`src/sv/wbfc_pkg.sv`:
```
`default_nettype none

package wbfc_pkg;

    // item kinds
    localparam logic [1:0] KIND_ENSURE     = 2'd0;
    localparam logic [1:0] KIND_WRITE      = 2'd1;
    localparam logic [1:0] KIND_FLUSH_DONE = 2'd2;
    localparam logic [1:0] KIND_FETCH_DONE = 2'd3;

    // result actions
    localparam logic [2:0] ACT_READY   = 3'd0;
    localparam logic [2:0] ACT_IGNORED = 3'd1;
    localparam logic [2:0] ACT_FETCH   = 3'd2;
    localparam logic [2:0] ACT_WRITE   = 3'd3;
    localparam logic [2:0] ACT_ERROR   = 3'd4;

    // configuration register indexes
    localparam logic CFG_NUM_BLOCKS = 1'b0;
    localparam logic CFG_SCAN_SEED  = 1'b1;

    localparam int CFG_DATA_W = 16;
    localparam int COUNT_W    = 9;
    localparam int LFSR_W     = 16;

    localparam logic [LFSR_W-1:0] LFSR_MASK  = 16'hB400;
    localparam logic [LFSR_W-1:0] SEED_RESET = 16'd44257;
    localparam logic [7:0]        STATUS_OK  = 8'h00;

    typedef struct packed {
        logic [1:0] kind;
        logic [7:0] block;
        logic [7:0] status;
    } in_word_t;

    typedef struct packed {
        logic [2:0] action;
        logic [7:0] target_block;
        logic       busy_res;
        logic [7:0] last_status;
        logic       last;
    } out_word_t;

    typedef enum logic [2:0] {
        ST_IDLE,
        ST_EVAL,
        ST_DIV,
        ST_SCAN_INIT,
        ST_SCAN_A,
        ST_SCAN_B,
        ST_RESULT
    } state_t;

    // controller to datapath
    typedef struct packed {
        logic load;
        logic eval;
        logic div_step;
        logic scan_init;
        logic scan_a;
        logic scan_b;
        logic emit;
    } cmd_t;

    // datapath to controller
    typedef struct packed {
        logic go_kick;
        logic has_result;
        logic div_last;
        logic hit;
        logic a_end;
        logic b_end;
        logic out_free;
    } sts_t;

endpackage

`default_nettype wire

```
`src/sv/wbfc_ctrl.sv`:
```
`default_nettype none

module wbfc_ctrl (
    input  wire logic           aclk,
    input  wire logic           aresetn,
    input  wire logic           s_valid,
    output logic                s_ready,
    input  wire wbfc_pkg::sts_t sts,
    output wbfc_pkg::cmd_t      cmd
);

    wbfc_pkg::state_t state_reg, state_next;

    // state register
    always_ff @(posedge aclk) begin
        if (!aresetn) begin
            state_reg <= wbfc_pkg::ST_IDLE;
        end else begin
            state_reg <= state_next;
        end
    end

    // next state
    always_comb begin
        state_next = state_reg;
        unique case (state_reg)
            wbfc_pkg::ST_IDLE: begin
                if (s_valid) state_next = wbfc_pkg::ST_EVAL;
            end
            wbfc_pkg::ST_EVAL: begin
                priority if (sts.go_kick) state_next = wbfc_pkg::ST_DIV;
                else if (sts.has_result) state_next = wbfc_pkg::ST_RESULT;
                else state_next = wbfc_pkg::ST_IDLE;
            end
            wbfc_pkg::ST_DIV: begin
                if (sts.div_last) state_next = wbfc_pkg::ST_SCAN_INIT;
            end
            wbfc_pkg::ST_SCAN_INIT: begin
                state_next = wbfc_pkg::ST_SCAN_A;
            end
            wbfc_pkg::ST_SCAN_A: begin
                priority if (sts.hit) state_next = wbfc_pkg::ST_RESULT;
                else if (sts.a_end) state_next = wbfc_pkg::ST_SCAN_B;
                else state_next = wbfc_pkg::ST_SCAN_A;
            end
            wbfc_pkg::ST_SCAN_B: begin
                if (sts.hit || sts.b_end) state_next = wbfc_pkg::ST_RESULT;
            end
            wbfc_pkg::ST_RESULT: begin
                if (sts.out_free) state_next = wbfc_pkg::ST_IDLE;
            end
            default: state_next = wbfc_pkg::ST_IDLE;
        endcase
    end

    // command outputs
    always_comb begin
        cmd     = '0;
        s_ready = 1'b0;
        unique case (state_reg)
            wbfc_pkg::ST_IDLE: begin
                s_ready  = 1'b1;
                cmd.load = s_valid;
            end
            wbfc_pkg::ST_EVAL:      cmd.eval      = 1'b1;
            wbfc_pkg::ST_DIV:       cmd.div_step  = 1'b1;
            wbfc_pkg::ST_SCAN_INIT: cmd.scan_init = 1'b1;
            wbfc_pkg::ST_SCAN_A:    cmd.scan_a    = 1'b1;
            wbfc_pkg::ST_SCAN_B:    cmd.scan_b    = 1'b1;
            wbfc_pkg::ST_RESULT:    cmd.emit      = sts.out_free;
            default: ;
        endcase
    end

endmodule

`default_nettype wire

```
`src/sv/wbfc_datapath.sv`:
```
`default_nettype none

module wbfc_datapath #(
    parameter int MAX_BLOCKS = 256
) (
    input  wire logic                               aclk,
    input  wire logic                               aresetn,
    input  wire wbfc_pkg::cmd_t                     cmd,
    output wbfc_pkg::sts_t                          sts,
    input  wire wbfc_pkg::in_word_t                 s_word,
    output wbfc_pkg::out_word_t                     m_word,
    output logic                                    m_valid,
    input  wire logic                               m_ready,
    input  wire logic                               cfg_wr_en,
    input  wire logic                               cfg_addr,
    input  wire logic [wbfc_pkg::CFG_DATA_W-1:0]    cfg_wdata
);

    localparam int DEPTH = (MAX_BLOCKS < 256) ? MAX_BLOCKS : 256;
    localparam int BI_W  = $clog2(DEPTH);
    localparam int NCH   = (DEPTH + 7) / 8;
    localparam int CH_W  = $clog2(NCH + 1);
    localparam int PAD_W = (NCH + 1) * 8;
    localparam int CW    = wbfc_pkg::COUNT_W;
    localparam int LW    = wbfc_pkg::LFSR_W;

    // registers
    wbfc_pkg::in_word_t  item_reg, item_next;
    logic [CW-1:0]       num_blocks_reg, num_blocks_next;
    logic [LW-1:0]       lfsr_reg, lfsr_next;
    logic [DEPTH-1:0]    valid_reg, valid_next;
    logic [DEPTH-1:0]    dirty_reg, dirty_next;
    logic                flushing_reg, flushing_next;
    logic [7:0]          flush_target_reg, flush_target_next;
    logic                miss_pending_reg, miss_pending_next;
    logic                fetch_deferred_reg, fetch_deferred_next;
    logic [7:0]          miss_target_reg, miss_target_next;
    logic [7:0]          status_hold_reg, status_hold_next;
    logic [2:0]          res_act_reg, res_act_next;
    logic [7:0]          res_tgt_reg, res_tgt_next;
    logic [7:0]          rem_reg, rem_next;
    logic [3:0]          div_cnt_reg, div_cnt_next;
    logic [CH_W-1:0]     chunk_reg, chunk_next;
    logic                out_valid_reg, out_valid_next;
    wbfc_pkg::out_word_t out_word_reg, out_word_next;

    // effective block count
    logic [CW-1:0] eff;
    assign eff = (num_blocks_reg > CW'(DEPTH)) ? CW'(DEPTH) : num_blocks_reg;

    // item decision
    logic [2:0] ev_act;
    logic [7:0] ev_tgt;
    logic       ev_want_kick;
    logic       ev_go;
    logic       ev_has;
    logic       out_of_range;
    logic       blk_present;
    logic       kick_blocked;

    assign out_of_range = {1'b0, item_reg.block} >= eff;
    assign blk_present  = valid_reg[item_reg.block[BI_W-1:0]]
                        | dirty_reg[item_reg.block[BI_W-1:0]];

    always_comb begin
        ev_act       = wbfc_pkg::ACT_READY;
        ev_tgt       = 8'd0;
        ev_want_kick = 1'b0;
        ev_has       = 1'b1;
        kick_blocked = flushing_reg;
        unique case (item_reg.kind)
            wbfc_pkg::KIND_ENSURE: begin
                priority if (out_of_range) ev_act = wbfc_pkg::ACT_ERROR;
                else if (blk_present) ev_act = wbfc_pkg::ACT_READY;
                else if (miss_pending_reg) ev_act = wbfc_pkg::ACT_IGNORED;
                else if (flushing_reg) ev_has = 1'b0;
                else begin
                    ev_act = wbfc_pkg::ACT_FETCH;
                    ev_tgt = item_reg.block;
                end
            end
            wbfc_pkg::KIND_WRITE: begin
                if (out_of_range) ev_act = wbfc_pkg::ACT_ERROR;
                else ev_want_kick = 1'b1;
            end
            wbfc_pkg::KIND_FLUSH_DONE: begin
                // flushing is cleared by this item before any kick
                kick_blocked = 1'b0;
                priority if (!flushing_reg) ev_act = wbfc_pkg::ACT_IGNORED;
                else if (miss_pending_reg && fetch_deferred_reg) begin
                    ev_act = wbfc_pkg::ACT_FETCH;
                    ev_tgt = miss_target_reg;
                end else if (miss_pending_reg) ev_act = wbfc_pkg::ACT_READY;
                else ev_want_kick = 1'b1;
            end
            wbfc_pkg::KIND_FETCH_DONE: begin
                if (!miss_pending_reg || fetch_deferred_reg) ev_act = wbfc_pkg::ACT_IGNORED;
                else ev_want_kick = 1'b1;
            end
            default: ;
        endcase
        ev_go = ev_want_kick && !kick_blocked && (eff != '0);
    end

    // restoring division step for the scan start
    logic [8:0] div_trial;
    assign div_trial = {rem_reg, lfsr_reg[~div_cnt_reg]};

    // scan window of eight dirty bits
    logic [PAD_W-1:0] dirty_pad;
    logic [7:0]       chunk_bits;
    logic [7:0]       hit_mask;
    logic [2:0]       hit_pos;
    logic [CW-1:0]    lane_idx [8];
    logic [CW-1:0]    start_ext;
    logic [CW-1:0]    hit_idx;
    logic [CW:0]      next_base;
    logic [CW-1:0]    sp1;

    assign dirty_pad  = PAD_W'(dirty_reg);
    assign chunk_bits = dirty_pad[{chunk_reg, 3'b000} +: 8];
    assign start_ext  = CW'(rem_reg);
    assign sp1        = start_ext + CW'(1);
    assign next_base  = (CW + 1)'({chunk_reg, 3'b000}) + (CW + 1)'(8);

    always_comb begin
        hit_pos = 3'd0;
        for (int j = 0; j < 8; j++) begin
            lane_idx[j] = CW'({chunk_reg, 3'(j)});
            if (cmd.scan_a) begin
                hit_mask[j] = chunk_bits[j] && (lane_idx[j] > start_ext)
                            && (lane_idx[j] < eff);
            end else begin
                hit_mask[j] = chunk_bits[j] && (lane_idx[j] <= start_ext);
            end
        end
        for (int j = 7; j >= 0; j--) begin
            if (hit_mask[j]) hit_pos = 3'(j);
        end
    end

    assign hit_idx = CW'({chunk_reg, hit_pos});

    // status to controller
    always_comb begin
        sts.go_kick    = ev_go;
        sts.has_result = ev_has;
        sts.div_last   = &div_cnt_reg;
        sts.hit        = |hit_mask;
        sts.a_end      = next_base >= (CW + 1)'(eff);
        sts.b_end      = CW'(chunk_reg) == CW'(rem_reg[7:3]);
        sts.out_free   = !out_valid_reg || m_ready;
    end

    // next values
    always_comb begin
        item_next           = item_reg;
        num_blocks_next     = num_blocks_reg;
        lfsr_next           = lfsr_reg;
        valid_next          = valid_reg;
        dirty_next          = dirty_reg;
        flushing_next       = flushing_reg;
        flush_target_next   = flush_target_reg;
        miss_pending_next   = miss_pending_reg;
        fetch_deferred_next = fetch_deferred_reg;
        miss_target_next    = miss_target_reg;
        status_hold_next    = status_hold_reg;
        res_act_next        = res_act_reg;
        res_tgt_next        = res_tgt_reg;
        rem_next            = rem_reg;
        div_cnt_next        = div_cnt_reg;
        chunk_next          = chunk_reg;
        out_valid_next      = out_valid_reg;
        out_word_next       = out_word_reg;

        if (cmd.load) item_next = s_word;

        // apply the item to the block state
        if (cmd.eval) begin
            res_act_next = ev_act;
            res_tgt_next = ev_tgt;
            unique case (item_reg.kind)
                wbfc_pkg::KIND_ENSURE: begin
                    if (!out_of_range && !blk_present && !miss_pending_reg) begin
                        miss_pending_next   = 1'b1;
                        miss_target_next    = item_reg.block;
                        fetch_deferred_next = flushing_reg;
                    end
                end
                wbfc_pkg::KIND_WRITE: begin
                    if (!out_of_range) begin
                        valid_next[item_reg.block[BI_W-1:0]] = 1'b1;
                        dirty_next[item_reg.block[BI_W-1:0]] = 1'b1;
                    end
                end
                wbfc_pkg::KIND_FLUSH_DONE: begin
                    if (flushing_reg) begin
                        status_hold_next = item_reg.status;
                        if (item_reg.status != wbfc_pkg::STATUS_OK) begin
                            dirty_next[flush_target_reg[BI_W-1:0]] = 1'b1;
                        end
                        flushing_next = 1'b0;
                        if (miss_pending_reg) fetch_deferred_next = 1'b0;
                    end
                end
                wbfc_pkg::KIND_FETCH_DONE: begin
                    if (miss_pending_reg && !fetch_deferred_reg) begin
                        valid_next[miss_target_reg[BI_W-1:0]] = 1'b1;
                        miss_pending_next = 1'b0;
                    end
                end
                default: ;
            endcase
            if (ev_go) begin
                lfsr_next    = lfsr_reg[0] ? ((lfsr_reg >> 1) ^ wbfc_pkg::LFSR_MASK)
                                           : (lfsr_reg >> 1);
                rem_next     = 8'd0;
                div_cnt_next = 4'd0;
            end
        end

        // one quotient bit per cycle, remainder is the scan start
        if (cmd.div_step) begin
            if (div_trial >= eff) rem_next = 8'(div_trial - eff);
            else rem_next = div_trial[7:0];
            div_cnt_next = div_cnt_reg + 4'd1;
        end

        if (cmd.scan_init) chunk_next = CH_W'(sp1 >> 3);

        // circular scan: above the start first, then from block zero
        if (cmd.scan_a || cmd.scan_b) begin
            priority if (sts.hit) begin
                dirty_next[hit_idx[BI_W-1:0]] = 1'b0;
                flushing_next     = 1'b1;
                flush_target_next = hit_idx[7:0];
                res_act_next      = wbfc_pkg::ACT_WRITE;
                res_tgt_next      = hit_idx[7:0];
            end else if (cmd.scan_a && sts.a_end) begin
                chunk_next = '0;
            end else if (cmd.scan_a || !sts.b_end) begin
                chunk_next = chunk_reg + CH_W'(1);
            end else begin
                chunk_next = chunk_reg;
            end
        end

        // output register
        if (out_valid_reg && m_ready) out_valid_next = 1'b0;
        if (cmd.emit) begin
            out_valid_next             = 1'b1;
            out_word_next.action       = res_act_reg;
            out_word_next.target_block = res_tgt_reg;
            out_word_next.busy_res     = flushing_reg;
            out_word_next.last_status  = status_hold_reg;
            out_word_next.last         = 1'b1;
        end

        // configuration writes
        if (cfg_wr_en) begin
            unique case (cfg_addr)
                wbfc_pkg::CFG_NUM_BLOCKS: num_blocks_next = cfg_wdata[CW-1:0];
                wbfc_pkg::CFG_SCAN_SEED:  lfsr_next       = cfg_wdata[LW-1:0];
                default: ;
            endcase
        end
    end

    // control state
    always_ff @(posedge aclk) begin
        if (!aresetn) begin
            num_blocks_reg     <= '0;
            lfsr_reg           <= wbfc_pkg::SEED_RESET;
            valid_reg          <= '0;
            dirty_reg          <= '0;
            flushing_reg       <= 1'b0;
            flush_target_reg   <= 8'd0;
            miss_pending_reg   <= 1'b0;
            fetch_deferred_reg <= 1'b0;
            miss_target_reg    <= 8'd0;
            status_hold_reg    <= 8'd0;
            out_valid_reg      <= 1'b0;
        end else begin
            num_blocks_reg     <= num_blocks_next;
            lfsr_reg           <= lfsr_next;
            valid_reg          <= valid_next;
            dirty_reg          <= dirty_next;
            flushing_reg       <= flushing_next;
            flush_target_reg   <= flush_target_next;
            miss_pending_reg   <= miss_pending_next;
            fetch_deferred_reg <= fetch_deferred_next;
            miss_target_reg    <= miss_target_next;
            status_hold_reg    <= status_hold_next;
            out_valid_reg      <= out_valid_next;
        end
    end

    // working payload
    always_ff @(posedge aclk) begin
        item_reg     <= item_next;
        res_act_reg  <= res_act_next;
        res_tgt_reg  <= res_tgt_next;
        rem_reg      <= rem_next;
        div_cnt_reg  <= div_cnt_next;
        chunk_reg    <= chunk_next;
        out_word_reg <= out_word_next;
    end

    assign m_valid = out_valid_reg;
    assign m_word  = out_word_reg;

endmodule

`default_nettype wire

```
`src/sv/writeback_block_flush_controller_top.sv`:
```
`default_nettype none

// Flush controller for a write-back block cache. Each input word is an ensure,
// a write, a flush-write completion or a fetch completion, and each produces
// one result word (fetch, block write, ready, ignored or error) carrying the
// in-flight flag and the last flush status; an ensure for an absent block that
// arrives during a flush with no fetch pending produces no word, and its fetch
// comes out with the next flush completion. Valid and dirty bits live in
// flip-flops cleared at reset, so there is no clearing pass. Words are handled
// one at a time: a word without a flush kick passes through the evaluate state
// and, if it has a result, the result state, and the next word is taken once
// the controller is back in idle. A kick steps the scan LFSR and reduces it
// modulo the block count in a one-bit-per-cycle divider, then scans the dirty
// map eight bits per cycle. The next word is accepted while a result still
// waits in the output register. num_blocks and scan_seed must be written
// through the cfg port only while idle; the block itself does not enforce it.
module writeback_block_flush_controller_top #(
    parameter int MAX_BLOCKS = 256
) (
    input  wire logic                               aclk,
    input  wire logic                               aresetn,
    input  wire logic                               s_valid,
    output logic                                    s_ready,
    input  wire wbfc_pkg::in_word_t                 s_word,
    output logic                                    m_valid,
    input  wire logic                               m_ready,
    output wbfc_pkg::out_word_t                     m_word,
    input  wire logic                               cfg_wr_en,
    input  wire logic                               cfg_addr,
    input  wire logic [wbfc_pkg::CFG_DATA_W-1:0]    cfg_wdata
);

    wbfc_pkg::cmd_t cmd;
    wbfc_pkg::sts_t sts;

    // sequencer
    wbfc_ctrl u_ctrl (
        .aclk    (aclk),
        .aresetn (aresetn),
        .s_valid (s_valid),
        .s_ready (s_ready),
        .sts     (sts),
        .cmd     (cmd)
    );

    // block state, divider, scanner and output register
    wbfc_datapath #(
        .MAX_BLOCKS (MAX_BLOCKS)
    ) u_datapath (
        .aclk      (aclk),
        .aresetn   (aresetn),
        .cmd       (cmd),
        .sts       (sts),
        .s_word    (s_word),
        .m_word    (m_word),
        .m_valid   (m_valid),
        .m_ready   (m_ready),
        .cfg_wr_en (cfg_wr_en),
        .cfg_addr  (cfg_addr),
        .cfg_wdata (cfg_wdata)
    );

endmodule

`default_nettype wire
```
`config.mk`:
```
export PLATFORM = sky130hd
export DESIGN_NAME = writeback_block_flush_controller_top
export DESIGN_NICKNAME = d
export VERILOG_FILES = /design/src/sv/wbfc_pkg.sv /design/src/sv/wbfc_ctrl.sv /design/src/sv/wbfc_datapath.sv /design/src/sv/writeback_block_flush_controller_top.sv
export SDC_FILE = /design/constraint.sdc
export NUM_CORES = 2
export LEC_CHECK = 0
export BUFFER_PORTS_ARGS = -buffer_cell sky130_fd_sc_hd__buf_2
export CAP_MARGIN = 20
export CELL_PAD_IN_SITES_DETAIL_PLACEMENT = 2
export CELL_PAD_IN_SITES_GLOBAL_PLACEMENT = 2
export CORE_UTILIZATION = 35
export CTS_CLUSTER_SIZE = 20
export DETAILED_ROUTE_END_ITERATION = 6
export PLACE_DENSITY = 0.78
export SYNTH_ARGS = -nofsm -noshare
export SYNTH_HDL_FRONTEND = slang
export SYNTH_SLANG_ARGS = --single-unit
```
`constraint.sdc`:
```
create_clock -name aclk -period 4.4 [get_ports aclk]
set_input_delay 0.44 -clock aclk [delete_from_list [all_inputs] [get_ports aclk]]
set_output_delay 0.44 -clock aclk [all_outputs]
set_load 0.01 [all_outputs]
```
== Word level (Yosys, flattened, before mapping) ==
Cells that the tools add are included.
Word-level totals
  flip-flop bits (word level): 635
  input port bits: 40
  output and inout bits: 23
Cells by class
  add/subtract/negate cells: 5
  order comparisons: 37
  eq/ne operators: 20
  shift-type cells: 1
  mux-type cells: 121
  bitwise operators: 10
  reduce and logical (&&, ||, !) cells: 69
Operators with widths (count)
  $mux 256: 8
  $or 256x256->256: 4
  $pmux 256 s2: 2
  $shiftx 264x10->8: 1
  $and 256x256->256: 1
  $not 256->256: 1
  $mux 8: 13
  $mux 16: 5
  $gt 9x8->1: 8
  $le 9x8->1: 8
  $lt 9x9->1: 8
  $mux 3: 23
  $mux 1: 46
  $logic_and 1x1->1: 36
  $lt 8x9->1 const B: 4
  $demux 1 s8: 4
  $ge 8x1->1 const B: 4
  $mux 6: 5
  $pmux 3 s7: 1
  $bmux 1 s8: 2
  $pmux 8 s2: 1
  $reduce_and 4->1: 4
  $mux 4: 3
  $ne 2x1->1 const B: 6
  39 further kinds: 65

== Depth between registers and ports, before layout ==
  depth in word-level cells: 21
  gate-level depth with buffers: 19
  gate-level depth less buffers: 14

== Modules after synthesis ==
From an unflattened synthesis, not the netlist that was laid out.
Unflattened totals
  cell total of the unflattened synthesis: 4384
  area, all modules: 36392.4 sq um
Modules (own cells, without submodules)
  wbfc_datapath: times used 1, cells each 4347, area each 36113.4 sq um
  wbfc_ctrl: times used 1, cells each 37, area each 279.0 sq um

== Worst setup path before layout ==
Ideal clock, no wire load.
  kind: reg-to-reg
  from: register u_datapath.chunk_reg[0]
  to: register u_datapath.dirty_reg[113]
  arrival time: 4.283 ns
  data required time: 4.253 ns
  path slack: -0.030 ns
  stages on the path, launching flop included: 18
  buffers on the path: 7
  clock period less this slack: 4.430 ns
  path through: edfxtp_1 -> buf_6 -> buf_12 -> buf_6 -> buf_6 -> buf_4 -> buf_6 -> inv_1 -> ha_1 -> nor3b_1 -> a211o_1 -> mux2i_1 -> a2111oi_0 -> o221ai_1 -> a31oi_4 -> nor4b_4 -> buf_4 -> a21oi_1
On the way
  word-level cells in the longest chain between the ends: 20
  elaborated cells between the ends (all ways): 75
  classes of those cells: order compare: 26; shift: 1; mux: 20; bitwise: 2; reduce/logical: 26
RTL lines
  start: declaration: line wbfc_datapath.sv:43  | logic [CH_W-1:0] chunk_reg, chunk_next;
  start signal: assignment: line wbfc_datapath.sv:305  | chunk_reg <= chunk_next;
  $shiftx 264x10->8 / $gt 9x8->1 (equally long branches): line wbfc_datapath.sv:121, wbfc_datapath.sv:131
  $logic_and 1x1->1: line wbfc_datapath.sv:131  | hit_mask[j] = chunk_bits[j] && (lane_idx[j] > start_ext)
  $logic_and 1x1->1: line wbfc_datapath.sv:132  | && (lane_idx[j] < eff);
  $mux 1: line wbfc_datapath.sv:130  | if (cmd.scan_a) begin
  $mux 3 (8 in a row): line wbfc_datapath.sv:138  | if (hit_mask[j]) hit_pos = 3'(j);
  $lt 8x9->1 (implied by the code) / $ge 8x1->1 (equally long branches): line wbfc_datapath.sv:234  | dirty_next[hit_idx[BI_W-1:0]] = 1'b0;
  $logic_and 1x1->1 (implied by the code): line wbfc_datapath.sv:234
  $mux 1 (implied by the code): line wbfc_datapath.sv:234
  $demux 1 s8
  $not 256->256 (no source line)
  $and 256x256->256 (no source line)
  $mux 256 (*): line wbfc_datapath.sv:233  | priority if (sts.hit) begin
  $mux 256 (*): line wbfc_datapath.sv:232  | if (cmd.scan_a || cmd.scan_b) begin
  end signal: assignment: line wbfc_datapath.sv:287  | dirty_reg <= dirty_next;
  end: declaration: line wbfc_datapath.sv:32  | logic [DEPTH-1:0] dirty_reg, dirty_next;
Mark *: on every way between the ends. The rest lies on a longest branch, timed or not.
A chain may end at the register's enable or synchronous reset.

== Final worst setup path ==
  from: register u_datapath.chunk_reg[0]
  to: register u_datapath.dirty_reg[241]
Same word-level chain as after synthesis.

==> run_summary.xml <==
<?xml version="1.0" encoding="UTF-8"?>
<metrics>
  <group name="run_status">
    <metric name="status" unit="">finished with violations</metric>
    <metric name="violations_in_the_final_reports" unit="">design-rule violations, negative setup slack</metric>
  </group>
  <group name="worst_setup_path">
    <metric name="timing.critical_path.cells" unit="">buf_12 &gt; buf_12 &gt; mux2i_1 &gt; o22ai_1 &gt; o21ai_0 &gt; a41oi_1 &gt; nand2_1 &gt; buf_4 &gt; o221ai_1 &gt; a31oi_4 &gt; nor4b_4 &gt; buf_4 &gt; a21oi_1</metric>
    <metric name="critical_path_class" unit="">flip-flop to flip-flop</metric>
    <metric name="slowest_stage" unit="">o21ai_0</metric>
    <metric name="worst_ep_required_time" unit="ns">4.94</metric>
    <metric name="max_stage_delay" unit="ns">0.64</metric>
    <metric name="critPathLaunchType" unit="">flip-flop</metric>
    <metric name="critPathMaxFanout" unit="">33</metric>
    <metric name="worst_setup_end_kind" unit="">flip-flop</metric>
    <metric name="worstSetupStartpoint" unit="">u_datapath.chunk_reg[0]</metric>
    <metric name="critical_path.reg2reg.startpoint" unit="">u_datapath.chunk_reg[0]</metric>
    <metric name="critPathArrivalTime" unit="ns">4.97</metric>
  </group>
  <group name="timing">
    <metric name="finalWorstPathRequiredPeriod" unit="ns">4.43</metric>
    <metric name="achievable-frequency" unit="MHz">226</metric>
    <metric name="unrepaired_setup_endpoints_after_global_routing" unit="">no</metric>
    <metric name="whs" unit="ns">0.0162</metric>
    <metric name="min_period_over_period" unit="">1.01</metric>
    <metric name="timing.slew.headroom" unit="">0.127</metric>
    <metric name="setup_viol_count_final" unit="">12</metric>
    <metric name="fin_ws" unit="ns">-0.0301</metric>
    <metric name="final-hold-violation-count" unit="">0</metric>
    <metric name="worst_margin_pin_slew" unit="ns">1.31</metric>
    <metric name="skew" unit="ns">0.0374</metric>
    <metric name="final_max_slew_viol_count" unit="">0</metric>
  </group>
  <group name="die">
    <metric name="coreArea" unit="µm²">102000</metric>
    <metric name="fp.dieArea" unit="µm²">105000</metric>
    <metric name="rows" unit="">117</metric>
    <metric name="fp.dieH" unit="µm">324</metric>
    <metric name="fp.dieW" unit="µm">324</metric>
    <metric name="start_util" unit="">0.355</metric>
    <metric name="ios" unit="">63</metric>
  </group>
  <group name="placed_design">
    <metric name="post-place-cells" unit="">5735</metric>
    <metric name="detailed_placement_wirelength_estimate" unit="mm">156</metric>
    <metric name="dp_worst_slack" unit="ns">-0.0468</metric>
    <metric name="finalWeightedCongestion" unit="">1.06</metric>
    <metric name="numPortBuffers" unit="">61</metric>
  </group>
  <group name="clock_tree">
    <metric name="htreeDepth" unit="">3</metric>
    <metric name="cts-root-to-sink-buffers" unit="">3</metric>
    <metric name="cts_made_buffers" unit="">80</metric>
    <metric name="clock_insertion_delay_worst_skew" unit="ns">0.70</metric>
    <metric name="clk_transition_reported_paths" unit="ns">0.06</metric>
    <metric name="clkSinkCount" unit="">635</metric>
    <metric name="tritoncts" unit="">done</metric>
    <metric name="cell_at_the_root_of_the_clock_tree" unit="">clkbuf_16</metric>
  </group>
  <group name="power_and_ir_drop">
    <metric name="power.static_leakage" unit="nW">15.0</metric>
    <metric name="worst_vdd_rail_ir_drop" unit="mV">0.596</metric>
    <metric name="pwr_density_cell" unit="nW/µm²">661</metric>
  </group>
  <group name="detailed_routing">
    <metric name="routed-via-count" unit="">43800</metric>
    <metric name="drt_pre_antenna_iters" unit="">7</metric>
    <metric name="drt_iter0_markers" unit="">6137</metric>
    <metric name="drcViolationCount" unit="">1</metric>
    <metric name="routed_wire_length_per_instance" unit="µm">39.9</metric>
    <metric name="detail_route.wirelength" unit="mm">237</metric>
    <metric name="detail_route.vias_per_cell" unit="">7.38</metric>
    <metric name="ant_nets" unit="">0</metric>
  </group>
  <group name="synth">
    <metric name="postSynthCellCount" unit="">4452</metric>
    <metric name="synth.ff_latch_count" unit="">635</metric>
    <metric name="asyncSetResetFlopFracSynth" unit="">0</metric>
    <metric name="ys.warnings.count" unit="">0</metric>
    <metric name="postSynth.topFlopCell" unit="">dfxtp_1</metric>
    <metric name="synth-edff-count" unit="">56</metric>
    <metric name="synth_area_per_cell" unit="µm²">8.17</metric>
    <metric name="synth_cell_types" unit="">91</metric>
    <metric name="yosysSeqAreaShare" unit="">0.365</metric>
    <metric name="synth.net_count" unit="">4535</metric>
    <metric name="total_standard_cell_area_after_synthesis" unit="µm²">36400</metric>
  </group>
  <group name="grt">
    <metric name="grt_pass1_vias" unit="">43600</metric>
    <metric name="global_route.overflow_total" unit="">0</metric>
    <metric name="grt_max_degree" unit="">112</metric>
    <metric name="antenna_found_initial" unit="">17</metric>
    <metric name="global_route_wire_length_before_repair" unit="mm">331</metric>
    <metric name="grt_usage" unit="">0.431</metric>
  </group>
  <group name="layout">
    <metric name="nNetsFinal" unit="">4573</metric>
    <metric name="final_core_util" unit="">0.420</metric>
    <metric name="fillerInstances" unit="">11300</metric>
    <metric name="layoutNonFillerInstCount" unit="">5928</metric>
    <metric name="post_route_cells_drive_above_1_share" unit="">0.156</metric>
    <metric name="areaGrowthSynthToFinish" unit="%">18.3</metric>
  </group>
  <group name="job">
    <metric name="drv_cap" unit="">0</metric>
  </group>
  <group name="min_path">
    <metric name="worst_hold_startpoint" unit="">cfg_wdata[3]</metric>
    <metric name="holdCritPathClass" unit="">input pin to flip-flop</metric>
  </group>
</metrics>
## logic make-up after synthesis
logic type               count (synthesis)  share of synthesized area
adder cells (fa/ha/maj)                 43                     0.0150
other                                    1                   0.000103
AO/OA/AOI/OAI                         1961                      0.358
multiplexers                           145                     0.0580
buffers and inverters                  542                     0.0603
flip-flops                             635                      0.365
AND/OR/NAND/NOR                       1108                      0.140
XOR/XNOR                                17                    0.00409
## cell type report
cell class	instances	area [µm²]	share of cell area
clock buffers	123	2350	0.0546
flip-flops and latches	635	13300	0.309
inverters	45	176	0.00410
multi-input cells	3275	21300	0.495
clock inverters	21	260	0.00605
diodes	8	20.0	0.000465
well taps	1368	1710	0.0398
repair buffers	453	3950	0.0919
## cells in the mapped netlist (11+ instances only)
| cell | n | share of area |
|---|---|---|
| o21ai_0 | 354 | 0.049 |
| mux2i_1 | 86 | 0.024 |
| a41oi_1 | 18 | 0.0043 |
| o41ai_1 | 12 | 0.0029 |
| ha_1 | 42 | 0.014 |
| nor2b_1 | 19 | 0.0033 |
| xnor2_1 | 13 | 0.0031 |
| o211ai_1 | 270 | 0.056 |
| nor3b_1 | 16 | 0.0033 |
| buf_4 | 12 | 0.0025 |
| a211oi_1 | 79 | 0.016 |
| nor3_2 | 13 | 0.0036 |
| mux4_2 | 52 | 0.032 |
| o32ai_1 | 24 | 0.0058 |
| a21oi_1 | 615 | 0.085 |
| a22o_1 | 181 | 0.044 |
| inv_1 | 43 | 0.0044 |
| nor2_1 | 530 | 0.055 |
| buf_1 | 29 | 0.0030 |
| o22ai_1 | 36 | 0.0062 |
| a31oi_1 | 13 | 0.0022 |
| dfxtp_1 | 579 | 0.32 |
| a2111oi_0 | 13 | 0.0031 |
| clkbuf_1 | 411 | 0.042 |
| nand2_1 | 201 | 0.021 |
| and3_1 | 16 | 0.0028 |
| or2_2 | 11 | 0.0019 |
| edfxtp_1 | 56 | 0.046 |
| nand2b_1 | 40 | 0.0069 |
| or3_1 | 14 | 0.0024 |
| buf_2 | 34 | 0.0047 |
| a221oi_1 | 244 | 0.059 |
| and2_1 | 14 | 0.0024 |
| nand3_1 | 34 | 0.0047 |
| nor3_1 | 143 | 0.020 |
| nand4_1 | 17 | 0.0029 |
## report_power, final
part / switching, mW / internal [mW] / total [mW]
sequential: 1.44 / 6.76 / 8.20
combinational: 8.94 / 4.39 / 13.3
clock: 2.96 / 3.92 / 6.88
total: 13.3 / 15.1 / 28.4
## cell usage in the layout, fill, tap and decap left out, types with 40 or more instances in the layout
master     instances
buf_2             60
mux2i_1           86
a211oi_1          77
dfxtp_1          579
a221oi_1         244
ha_1              42
nor2_1           503
o211ai_1         270
a22o_1           181
clkbuf_16         83
nand2b_1          40
a21oi_1          615
buf_12            46
nand2_1          200
edfxtp_1          56
inv_1             42
nor3_1           125
buf_4            319
mux4_2            52
o21ai_0          352
## critical path, delay by kind of cell, from the launching register on
family / cells / cell delay (ns)
AO/OA/AOI/OAI: 6 / 1.84
multiplexers: 1 / 0.38
AND/OR/NAND/NOR: 2 / 0.52
flip-flops: 1 / 0.45
buffers and inverters: 4 / 0.99
## per-stage QoR
step                      total power [mW]  setup TNS, ns  cell area, µm²
after floorplan                       14.4              0           36400
after global routing                  28.8              0           43000
after CTS                             27.4              0           42800
final                                 28.4         -0.169           43000
after global placement                20.1              0           39900
after detailed placement              20.5        -0.0966           39900
## metal layers
metal	vias up	wire (µm)	GRT usage
met2	3324	98100	0.624
met5	-	86	0
li1	17100	-	-
met1	22300	88700	0.530
met3	1047	28700	0.146
met4	12	21000	0.318
## final timing paths
kind	to	slack, ns	cells past startpoint
max	u_datapath.dirty_reg[241]	-0.03	13
min	u_datapath.num_blocks_reg[3]	0.02	3
max reg2reg	u_datapath.dirty_reg[241]	-0.03	13
min reg2reg	u_datapath.m_word[2]	0.44	0
## repair_timing
item	4_1_cts	5_1_grt
hold buffers	22	0
pin swaps	0	2
endpoints found under the setup margin	10	155
endpoints found under the hold margin	22	0
resized for setup	0	13
buffers inserted	4	9
gates cloned	0	0
(Power assumes the default switching activity.)
